`config.mk`:
```
export PLATFORM = sky130hd
export DESIGN_NAME = rtp_header_parser_flat
export DESIGN_NICKNAME = d
export VERILOG_FILES = /design/src/sv/rhp_pkg.sv /design/src/sv/rhp_stream_if.sv /design/src/sv/rhp_check.sv /design/src/sv/rtp_header_parser.sv /design/src/flat_wrapper.sv
export SDC_FILE = /design/constraint.sdc
export NUM_CORES = 1
export LEC_CHECK = 0
export CAP_MARGIN = 10
export CORE_UTILIZATION = 39
export CTS_CLUSTER_DIAMETER = 80
export CTS_CLUSTER_SIZE = 30
export DETAILED_ROUTE_END_ITERATION = 10
export DONT_BUFFER_PORTS = 1
export PLACE_DENSITY = 0.51
export SYNTH_ARGS = -nofsm -noshare
export SYNTH_HDL_FRONTEND = slang
export SYNTH_SLANG_ARGS = --single-unit
```
`constraint.sdc`:
```
create_clock -name clk_i -period 7.4 [get_ports clk_i]
set_input_delay 0.37 -clock clk_i [delete_from_list [all_inputs] [get_ports clk_i]]
set_output_delay 0.37 -clock clk_i [all_outputs]
set_load 0.02 [all_outputs]
```
`src/sv/rhp_pkg.sv`:
```
// ----------------------------------------------------------------------------
// rhp_pkg
// shared types and constants of the rtp header parser
// ----------------------------------------------------------------------------
package rhp_pkg;

  localparam int unsigned LENGTH_BITS_DEF = 16;
  localparam int unsigned HDR_BYTES       = 12;
  localparam int unsigned OFFSET_W        = 19;
  localparam int unsigned APB_ADDR_W      = 3;
  localparam int unsigned APB_DATA_W      = 32;
  localparam int unsigned PT_W            = 7;
  localparam int unsigned RTP_VERSION     = 2;

  localparam logic [PT_W-1:0] PT_RESET = 7'd96;

  typedef enum logic [0:0] {
    REG_EXP_PT = 1'b0
  } reg_idx_e;

  typedef enum logic [3:0] {
    ST_OK         = 4'd0,
    ST_SHORT      = 4'd1,
    ST_VERSION    = 4'd2,
    ST_PT         = 4'd3,
    ST_CSRC_OVR   = 4'd4,
    ST_EXT_OVR    = 4'd5,
    ST_PADDING    = 4'd6,
    ST_EMPTY      = 4'd7,
    ST_TOO_LONG   = 4'd8
  } status_e;

  typedef struct packed {
    logic [7:0] data_byte;
    logic       last_byte;
  } in_beat_t;

  typedef struct packed {
    status_e     status;
    logic        marker_bit;
    logic        padding_flag;
    logic        extension_flag;
    logic [3:0]  contributor_count;
    logic [15:0] sequence_number;
    logic [31:0] media_timestamp;
    logic [31:0] source_id;
    logic [15:0] payload_start;
    logic [15:0] payload_size;
  } out_beat_t;

  // header words of one packet, taken at its last byte
  typedef struct packed {
    logic [7:0]  first_hdr;
    logic [7:0]  second_hdr;
    logic [15:0] seq;
    logic [31:0] tstamp;
    logic [31:0] ssrc;
    logic [15:0] ext_wcnt;
    logic [7:0]  last_data;
  } snap_t;

endpackage

```
`src/sv/rhp_stream_if.sv`:
```
// ----------------------------------------------------------------------------
// rhp_stream_if
// valid/ready channel carrying one beat of a given type
// ----------------------------------------------------------------------------
interface rhp_stream_if #(
  parameter type beat_t = logic
);
  logic  valid;
  logic  ready;
  beat_t beat;

  modport source (output valid, output beat, input ready);
  modport sink   (input valid, input beat, output ready);
endinterface

```
`src/sv/rhp_check.sv`:
```
// ----------------------------------------------------------------------------
// rhp_check
// packet checks, payload offset and size from the captured header words
// ----------------------------------------------------------------------------
module rhp_check #(
  parameter int unsigned LengthBits = rhp_pkg::LENGTH_BITS_DEF
) (
  input  rhp_pkg::snap_t               snap_i,
  input  logic [LengthBits:0]          idx_i,
  input  logic [rhp_pkg::PT_W-1:0]     exp_pt_i,
  output rhp_pkg::out_beat_t           beat_o
);

  localparam int unsigned IdxW = LengthBits + 1;
  localparam int unsigned OffW = rhp_pkg::OFFSET_W;
  localparam logic [IdxW-1:0] MaxLen = IdxW'((1 << LengthBits) - 1);

  logic [IdxW-1:0] len;
  logic [OffW-1:0] len_x;
  logic [OffW-1:0] hdr_end;
  logic [OffW-1:0] ext_end;
  logic [OffW-1:0] offset;
  logic [OffW-1:0] remain;
  logic [OffW-1:0] remain_pad;
  logic [OffW-1:0] pad_cnt;
  logic            pad_on;
  logic            ext_on;
  rhp_pkg::status_e status;

  assign len     = idx_i + IdxW'(1);
  assign len_x   = OffW'(len);
  assign pad_on  = snap_i.first_hdr[5];
  assign ext_on  = snap_i.first_hdr[4];
  assign hdr_end = OffW'(rhp_pkg::HDR_BYTES) + OffW'({snap_i.first_hdr[3:0], 2'b00});
  assign ext_end = hdr_end + OffW'(4) + OffW'({snap_i.ext_wcnt, 2'b00});
  assign offset  = ext_on ? ext_end : hdr_end;
  assign remain  = len_x - offset;
  assign pad_cnt = OffW'(snap_i.last_data);
  assign remain_pad = pad_on ? (remain - pad_cnt) : remain;

  always_comb begin
    status = rhp_pkg::ST_OK;
    if (idx_i >= MaxLen) begin
      status = rhp_pkg::ST_TOO_LONG;
    end else if (len < IdxW'(rhp_pkg::HDR_BYTES)) begin
      status = rhp_pkg::ST_SHORT;
    end else if (snap_i.first_hdr[7:6] != 2'(rhp_pkg::RTP_VERSION)) begin
      status = rhp_pkg::ST_VERSION;
    end else if (snap_i.second_hdr[6:0] != exp_pt_i) begin
      status = rhp_pkg::ST_PT;
    end else if (hdr_end > len_x) begin
      status = rhp_pkg::ST_CSRC_OVR;
    end else if (ext_on && ((hdr_end + OffW'(4) > len_x) || (ext_end > len_x))) begin
      status = rhp_pkg::ST_EXT_OVR;
    end else if (pad_on && ((remain == '0) || (pad_cnt == '0) || (pad_cnt > remain))) begin
      status = rhp_pkg::ST_PADDING;
    end else if (remain_pad == '0) begin
      status = rhp_pkg::ST_EMPTY;
    end
  end

  always_comb begin
    beat_o.status            = status;
    beat_o.marker_bit        = snap_i.second_hdr[7];
    beat_o.padding_flag      = pad_on;
    beat_o.extension_flag    = ext_on;
    beat_o.contributor_count = snap_i.first_hdr[3:0];
    beat_o.sequence_number   = snap_i.seq;
    beat_o.media_timestamp   = snap_i.tstamp;
    beat_o.source_id         = snap_i.ssrc;
    beat_o.payload_start     = '0;
    beat_o.payload_size      = '0;
    if (status == rhp_pkg::ST_OK) begin
      beat_o.payload_start = 16'(offset);
      beat_o.payload_size  = 16'(remain_pad);
    end
    if (status == rhp_pkg::ST_SHORT) begin
      beat_o.marker_bit        = 1'b0;
      beat_o.padding_flag      = 1'b0;
      beat_o.extension_flag    = 1'b0;
      beat_o.contributor_count = '0;
      beat_o.sequence_number   = '0;
      beat_o.media_timestamp   = '0;
      beat_o.source_id         = '0;
    end
  end

endmodule

```
`src/sv/rtp_header_parser.sv`:
```
// the last byte loads the snapshot; the checked result then moves into the result register
// throughput: one byte per cycle unless stalled; packets may follow each other with no gap
// the input stalls only while the snapshot and the result register both hold a packet
// and the result beat is not taken
// reset: asynchronous, active low; clears the byte counter, the captured header
// and both valid flags, expected payload type returns to 96
// ----------------------------------------------------------------------------
// rtp_header_parser
// byte-wide rtp header parser with one result beat per packet
// ----------------------------------------------------------------------------
module rtp_header_parser #(
  parameter int unsigned LengthBits = rhp_pkg::LENGTH_BITS_DEF
) (
  input  logic                            clk_i,
  input  logic                            rst_ni,
  rhp_stream_if.sink                      pkt_in,
  rhp_stream_if.source                    res_out,
  input  logic                            psel,
  input  logic                            penable,
  input  logic                            pwrite,
  input  logic [rhp_pkg::APB_ADDR_W-1:0]  paddr,
  input  logic [rhp_pkg::APB_DATA_W-1:0]  pwdata,
  output logic [rhp_pkg::APB_DATA_W-1:0]  prdata,
  output logic                            pready
);

  localparam int unsigned IdxW = LengthBits + 1;

  // config register
  logic [rhp_pkg::PT_W-1:0] exp_pt_q;
  logic                     reg_sel;
  logic                     cfg_wr;

  assign reg_sel = (paddr[2] == rhp_pkg::REG_EXP_PT);
  assign cfg_wr  = psel && penable && pwrite && pready;
  assign pready  = 1'b1;
  assign prdata  = reg_sel ? rhp_pkg::APB_DATA_W'(exp_pt_q) : '0;

  always_ff @(posedge clk_i or negedge rst_ni) begin
    if (!rst_ni) begin
      exp_pt_q <= rhp_pkg::PT_RESET;
    end else if (cfg_wr && reg_sel) begin
      exp_pt_q <= pwdata[rhp_pkg::PT_W-1:0];
    end
  end

  // handshake
  logic                in_acc;
  logic                snap_vld_q;
  logic                snap_adv;
  logic                out_vld_q;
  rhp_pkg::in_beat_t   in_beat;

  assign in_beat       = pkt_in.beat;
  assign snap_adv      = snap_vld_q && (!out_vld_q || res_out.ready);
  assign pkt_in.ready  = !snap_vld_q || snap_adv;
  assign in_acc        = pkt_in.valid && pkt_in.ready;

  // header capture
  logic [IdxW-1:0] idx_q, idx_d;
  logic [7:0]      first_q, first_d;
  logic [7:0]      second_q, second_d;
  logic [15:0]     seq_q, seq_d;
  logic [31:0]     ts_q, ts_d;
  logic [31:0]     src_q, src_d;
  logic [15:0]     ew_q, ew_d;
  logic [6:0]      hdr_end;
  logic [7:0]      b;

  assign b       = in_beat.data_byte;
  assign hdr_end = 7'(rhp_pkg::HDR_BYTES) + {1'b0, first_q[3:0], 2'b00};

  always_comb begin
    first_d  = first_q;
    second_d = second_q;
    seq_d    = seq_q;
    ts_d     = ts_q;
    src_d    = src_q;
    ew_d     = ew_q;
    if (idx_q < IdxW'(rhp_pkg::HDR_BYTES)) begin
      case (idx_q[3:0])
        4'd0:    first_d         = b;
        4'd1:    second_d        = b;
        4'd2:    seq_d[15:8]     = b;
        4'd3:    seq_d[7:0]      = b;
        4'd4:    ts_d[31:24]     = b;
        4'd5:    ts_d[23:16]     = b;
        4'd6:    ts_d[15:8]      = b;
        4'd7:    ts_d[7:0]       = b;
        4'd8:    src_d[31:24]    = b;
        4'd9:    src_d[23:16]    = b;
        4'd10:   src_d[15:8]     = b;
        4'd11:   src_d[7:0]      = b;
        default: ;
      endcase
    end
    // extension word count follows the 16-bit profile field
    if (idx_q == IdxW'(hdr_end + 7'd2)) begin
      ew_d[15:8] = b;
    end else if (idx_q == IdxW'(hdr_end + 7'd3)) begin
      ew_d[7:0] = b;
    end
    // counter saturates one past the longest legal packet
    idx_d = idx_q[IdxW-1] ? idx_q : idx_q + IdxW'(1);
  end

  always_ff @(posedge clk_i or negedge rst_ni) begin
    if (!rst_ni) begin
      idx_q    <= '0;
      first_q  <= '0;
      second_q <= '0;
      seq_q    <= '0;
      ts_q     <= '0;
      src_q    <= '0;
      ew_q     <= '0;
    end else if (in_acc) begin
      if (in_beat.last_byte) begin
        idx_q    <= '0;
        first_q  <= '0;
        second_q <= '0;
        seq_q    <= '0;
        ts_q     <= '0;
        src_q    <= '0;
        ew_q     <= '0;
      end else begin
        idx_q    <= idx_d;
        first_q  <= first_d;
        second_q <= second_d;
        seq_q    <= seq_d;
        ts_q     <= ts_d;
        src_q    <= src_d;
        ew_q     <= ew_d;
      end
    end
  end

  // snapshot stage
  rhp_pkg::snap_t  snap_q;
  logic [IdxW-1:0] snap_idx_q;

  always_ff @(posedge clk_i or negedge rst_ni) begin
    if (!rst_ni) begin
      snap_vld_q <= 1'b0;
    end else if (in_acc && in_beat.last_byte) begin
      snap_vld_q <= 1'b1;
    end else if (snap_adv) begin
      snap_vld_q <= 1'b0;
    end
  end

  always_ff @(posedge clk_i) begin
    if (in_acc && in_beat.last_byte) begin
      snap_q.first_hdr  <= first_d;
      snap_q.second_hdr <= second_d;
      snap_q.seq        <= seq_d;
      snap_q.tstamp     <= ts_d;
      snap_q.ssrc       <= src_d;
      snap_q.ext_wcnt   <= ew_d;
      snap_q.last_data  <= b;
      snap_idx_q        <= idx_q;
    end
  end

  // checks and result register
  rhp_pkg::out_beat_t chk_beat;
  rhp_pkg::out_beat_t out_beat_q;

  rhp_check #(
    .LengthBits (LengthBits)
  ) u_check (
    .snap_i   (snap_q),
    .idx_i    (snap_idx_q),
    .exp_pt_i (exp_pt_q),
    .beat_o   (chk_beat)
  );

  always_ff @(posedge clk_i or negedge rst_ni) begin
    if (!rst_ni) begin
      out_vld_q <= 1'b0;
    end else if (snap_adv) begin
      out_vld_q <= 1'b1;
    end else if (res_out.ready) begin
      out_vld_q <= 1'b0;
    end
  end

  always_ff @(posedge clk_i) begin
    if (snap_adv) begin
      out_beat_q <= chk_beat;
    end
  end

  assign res_out.valid = out_vld_q;
  assign res_out.beat  = out_beat_q;

  // checks on the datapath
  a_idx_range: assert property (@(posedge clk_i) disable iff (!rst_ni)
    idx_q <= IdxW'(1 << LengthBits))
    else $error("byte counter beyond saturation value");

  a_last_clears: assert property (@(posedge clk_i) disable iff (!rst_ni)
    in_acc && in_beat.last_byte |=> idx_q == '0 && snap_vld_q)
    else $error("last byte did not close the packet");

  a_stall_cause: assert property (@(posedge clk_i) disable iff (!rst_ni)
    !pkt_in.ready |-> snap_vld_q && out_vld_q && !res_out.ready)
    else $error("input stalled without a blocked result");

  a_out_source: assert property (@(posedge clk_i) disable iff (!rst_ni)
    $rose(out_vld_q) |-> $past(snap_vld_q))
    else $error("result beat without a snapshot");

  a_short_zero: assert property (@(posedge clk_i) disable iff (!rst_ni)
    out_vld_q && out_beat_q.status == rhp_pkg::ST_SHORT |->
      out_beat_q.source_id == '0 && out_beat_q.payload_size == '0)
    else $error("short packet result carries header fields");

endmodule
```
`src/flat_wrapper.sv`:
```
// flat-port wrapper written by rule: the top's interface ports become plain ports
module rtp_header_parser_flat 
#(
  parameter int unsigned LengthBits = rhp_pkg::LENGTH_BITS_DEF
)
  (clk_i, rst_ni, psel, penable, pwrite, paddr, pwdata, prdata, pready, pkt_in_valid, pkt_in_beat, pkt_in_ready, res_out_valid, res_out_beat, res_out_ready);
  rhp_stream_if pkt_in_i ();
  rhp_stream_if res_out_i ();
  input  logic clk_i;
  input  logic rst_ni;
  input  logic psel;
  input  logic penable;
  input  logic pwrite;
  input  logic [rhp_pkg::APB_ADDR_W-1:0] paddr;
  input  logic [rhp_pkg::APB_DATA_W-1:0] pwdata;
  output logic [rhp_pkg::APB_DATA_W-1:0] prdata;
  output logic pready;
  input wire logic [$bits(pkt_in_i.valid)-1:0] pkt_in_valid;
  input wire logic [$bits(pkt_in_i.beat)-1:0] pkt_in_beat;
  output wire logic [$bits(pkt_in_i.ready)-1:0] pkt_in_ready;
  output wire logic [$bits(res_out_i.valid)-1:0] res_out_valid;
  output wire logic [$bits(res_out_i.beat)-1:0] res_out_beat;
  input wire logic [$bits(res_out_i.ready)-1:0] res_out_ready;
  assign pkt_in_i.valid = pkt_in_valid;
  assign pkt_in_i.beat = pkt_in_beat;
  assign pkt_in_ready = pkt_in_i.ready;
  assign res_out_valid = res_out_i.valid;
  assign res_out_beat = res_out_i.beat;
  assign res_out_i.ready = res_out_ready;
  rtp_header_parser #(.LengthBits(LengthBits)) u_core (.clk_i(clk_i), .rst_ni(rst_ni), .pkt_in(pkt_in_i), .res_out(res_out_i), .psel(psel), .penable(penable), .pwrite(pwrite), .paddr(paddr), .pwdata(pwdata), .prdata(prdata), .pready(pready));
endmodule
```
==> flow_summary_export.csv <==
group,metric,value,unit
run_status,status,"finished clean",
drt,drcViolationCount,0,
timing,tns,0,ps
clocking,cts_hold_buf,2,
placement,place_congestion,0.880,
drt,first_pass_iters,5,
setup_path,path_cells,"inv_1, ha_1, xnor2_1, nand3_1, xor2_1, ha_1, o21ai_0, nor2_1, o41ai_1, nor2_1, xor2_1, nand2_1, ha_1, o21ai_0, a2111oi_0, nand4_1, nor4_1, o2111ai_1, nor4b_1, a2111oi_2",
grt,grt_usage,18.2,%
setup_path,r2r_start,"u_core.snap_q[112]",
timing,setup_viol,0,
setup_path,crit_top_cell,"ha_1",
setup_path,reg2reg_to,"u_core.res_out.beat",
pwr,internal_power,989,uW
grt,grt_max_degree,58,
clocking,cts-root-buf,"clkbuf_16",
placement,dp_hpwl,12.0,mm
min_path,holdCritPathClass,"input port to register",
clocking,htree_levels,3,
setup_path,crit_path_end_kind,"register",
setup_path,worst-setup-path-type,"register to register",
grt,antenna_found_initial,0,
pwr,p_total,1420,uW
timing,rsz0062_at_grt,"no",
timing,clock_skew,9.78,ps
min_path,hold_start,"pwdata[5]",
synth,synth_seq_cells,106,
synth,yosysWarnings,0,
die,die-height,136,um
timing,tightest_slew,810,ps
finish,nets,829,
finish,post-route-util,43.1,%
timing,min_period,6200,ps
setup_path,start_kind,"register",
pwr,powerDensity,190,nW/um2
synth,synth.avg_cell_area,9.61,um2
finish,antennaDiodeCount,0,
clocking,clock-sinks,106,
min_path,hold_end,"u_core.exp_pt_q[5]",
clocking,cts_setup_buffers,0,
pwr,combPwrFrac,19.6,%
setup_path,reg2reg_setup_slack,1200,ps
setup_path,worstPathMaxFanout,9,
pwr,p_leak,0.00320,uW
synth,synth_cell_type_count,65,
timing,drv_slew,0,
clocking,cts_resized,0,
grt,overflow,0,
drt,drtIter0Drc,282,
setup_path,crit_buf_inv,1,
clocking,max-clock-path-buffers,2,
min_path,hold_depth,1,
pwr,switching_share,30.6,%
setup_path,cpMaxStageDelayCell,"a2111oi_0",
timing,timing.final.crit_share,83.8,%
finish,multi_input_area,3830,um2
pwr,ir_drop,159,uV
synth,async_reset_ff_share,53.8,%
die,ios,79,
pwr,p_sw,436,uW
drt,ant_nets,0,
finish,drive_above_1_share,5.03,%
flow_run,cap_viol_max_count,0,
synth,synth_flop_cell,"dfrtp_1",
drt,avgRoutedWirePerCell,16.1,um
die,rows,48,
timing,hold_viol_final,0,
finish,ff_latch_area,2900,um2
die,dieArea,18500,um2
clocking,clk_latency,350,ps
setup_path,reg2reg_depth,20,
synth,syn_inst,730,
drt,viasPerCell,5.44,
setup_path,crit_required,7460,ps
timing,fmax,161,MHz
clocking,numCtsBuffers,9,
die,die_w,136,um
clocking,cts_tree,"built",
drt,totalWireLength,15.5,mm
setup_path,cp_top_family,"compound AO/OA/AOI/OAI gates",
synth,synthesis.area,7010,um2
timing,maxSlewHeadroom,46.0,%
pwr,clkPwrFrac,33.4,%
placement,port-buffer-count,0,
synth,synth_edf_count,49,
grt,grt_pass1_wl,26.0,mm
drt,num_vias,5224,
synth,yosysSeqAreaShare,41.4,%
clocking,clk_pin_slew_worst_paths,80,ps
pwr,p_seq_share,46.9,%
die,core_area,17400,um2
grt,grt_pass1_vias,5148,
setup_path,slowest_delay,620,ps
die,start_util,40.3,%
finish,fillCellCount,1703,
finish,area_growth_syn_to_layout,7.05,%
setup_path,crit_arrival,6260,ps
==> routing by layer <==
layer  global-route usage, %  vias to the layer above  wire length, um
li1                        -                     2557                -
met1                    23.6                     2550             7200
met2                    30.7                      101             7610
met3                    2.80                       16              434
met4                    6.05                        0              235
met5                       0                        -                0
==> logic make-up (layout without fill, tap and decap cells) <==
logic type / after synthesis / after routing / synth area share [%]
simple gates: 292 / 292 / 22.2
compound gates: 132 / 132 / 12.3
flops: 106 / 106 / 41.4
buf+inv: 78 / 57 / 5.57
fa+ha+maj: 56 / 56 / 10.1
xor+xnor: 52 / 52 / 6.50
mux: 12 / 12 / 1.86
other cells: 2 / 28 / 0.107
==> synthesized netlist by cell type (all sizes together) (13+ instances only) <==
library cell,n,share of area [%]
dfrtp,55,20
edfxtp,49,21
and2,32,2.9
a21oi,38,2.7
inv,37,2.0
xnor2,29,3.6
nand3,28,2.0
o21ai,34,2.4
buf,27,2.8
xor2,23,2.9
nor2b,42,3.7
clkbuf,13,0.70
nor3,18,1.3
nand2,54,2.9
nor2,54,2.9
ha,55,9.8
==> worst reg2reg max path, stage by stage (launching register included) <==
cell and delay (ps):
edfxtp_1 460, inv_1 120, ha_1 240, xnor2_1 280, nand3_1 130, xor2_1 240
ha_1 310, o21ai_0 90, nor2_1 90, o41ai_1 530, nor2_1 260, xor2_1 320
nand2_1 100, ha_1 520, o21ai_0 160, a2111oi_0 620, nand4_1 170, nor4_1 300
o2111ai_1 200, nor4b_1 580, a2111oi_2 210
==> registers in the layout, summed over array words and instances, names as in the netlist <==
register	flops
u_core.idx_q	17
u_core.snap_vld_q	1
u_core.second_q	7
u_core.exp_pt_q	7
u_core.ew_q	16
u_core.first_q	8
u_core.snap_q	31
u_core.res_out.valid	1
u_core.snap_idx_q	17
u_core.res_out.beat	1
==> cell usage in the layout, fill, tap and decap left out, types with 3 or more instances in the layout <==
cell,Yosys,final
nand3_1,28,28
or3_1,6,6
conb_1,2,28
clkinv_8,0,3
nand3b_1,3,3
o21a_1,4,4
and2_1,31,31
o21ai_1,3,3
nor4_1,11,11
o221ai_1,3,3
nand4_1,9,9
nand2_1,54,54
o21ai_0,31,31
inv_1,37,37
mux2_2,8,8
a211oi_1,9,9
mux2i_1,4,4
o31ai_1,4,4
ha_1,55,55
and4_1,8,8
edfxtp_1,49,49
dfrtp_1,55,55
nor2b_1,42,42
a21o_1,10,10
nand4b_1,3,3
clkbuf_16,0,9
nor2_1,54,53
xnor2_1,29,29
nor4b_1,4,4
a22o_1,3,3
and3_1,6,6
xor2_1,23,23
nor3_1,18,18
a21oi_1,38,38
nand2b_1,6,6
==> how the worst max path moves through the flow <==
| stage | slack (ps) | cells past startpoint | end | from |
|---|---|---|---|---|
| finish | 1200 | 20 | u_core.res_out.beat | u_core.snap_q[112] |
| detailed placement | 1390 | 20 | u_core.res_out.beat | u_core.snap_q[112] |
| CTS | 1340 | 20 | u_core.res_out.beat | u_core.snap_q[112] |
| floorplan | 2520 | 18 | u_core.res_out.beat | u_core.snap_q[112] |
| global route | 880 | 22 | u_core.res_out.beat | u_core.snap_q[112] |
| global placement | 1350 | 20 | u_core.res_out.beat | u_core.snap_q[112] |
==> power groups by stage <==
stage,Sequential (uW),Combinational (uW),Clock [uW]
floorplan,671,222,0
global placement,681,264,0
detailed placement,681,270,0
CTS,669,281,493
global route,672,314,517
finish,669,280,476
==> metrics by stage <==
| step | setup slack (ps) | cell area (um2) | hold slack (ps) | std cells |
|---|---|---|---|---|
| 3_3_place_gp | 1350 | 7160 | 76.6 | 942 |
| 3_5_place_dp | 1390 | 7160 | 76.9 | 942 |
| 6_report | 1200 | 7510 | 169 | 960 |
| 2_1_floorplan | 2520 | 7110 | 74.4 | 756 |
| 4_1_cts | 1340 | 7510 | 150 | 960 |
| 5_1_grt | 880 | 7510 | 149 | 960 |
==> layout make-up <==
class | instances | share of cell area [%]
inverters | 38 | 1.90
flip-flops and latches | 106 | 38.6
clock inverters | 7 | 1.13
repair buffers | 3 | 0.600
well taps | 225 | 3.75
multi-input cells | 572 | 51.0
clock buffers | 9 | 3.00
(Power assumes the default switching activity.)
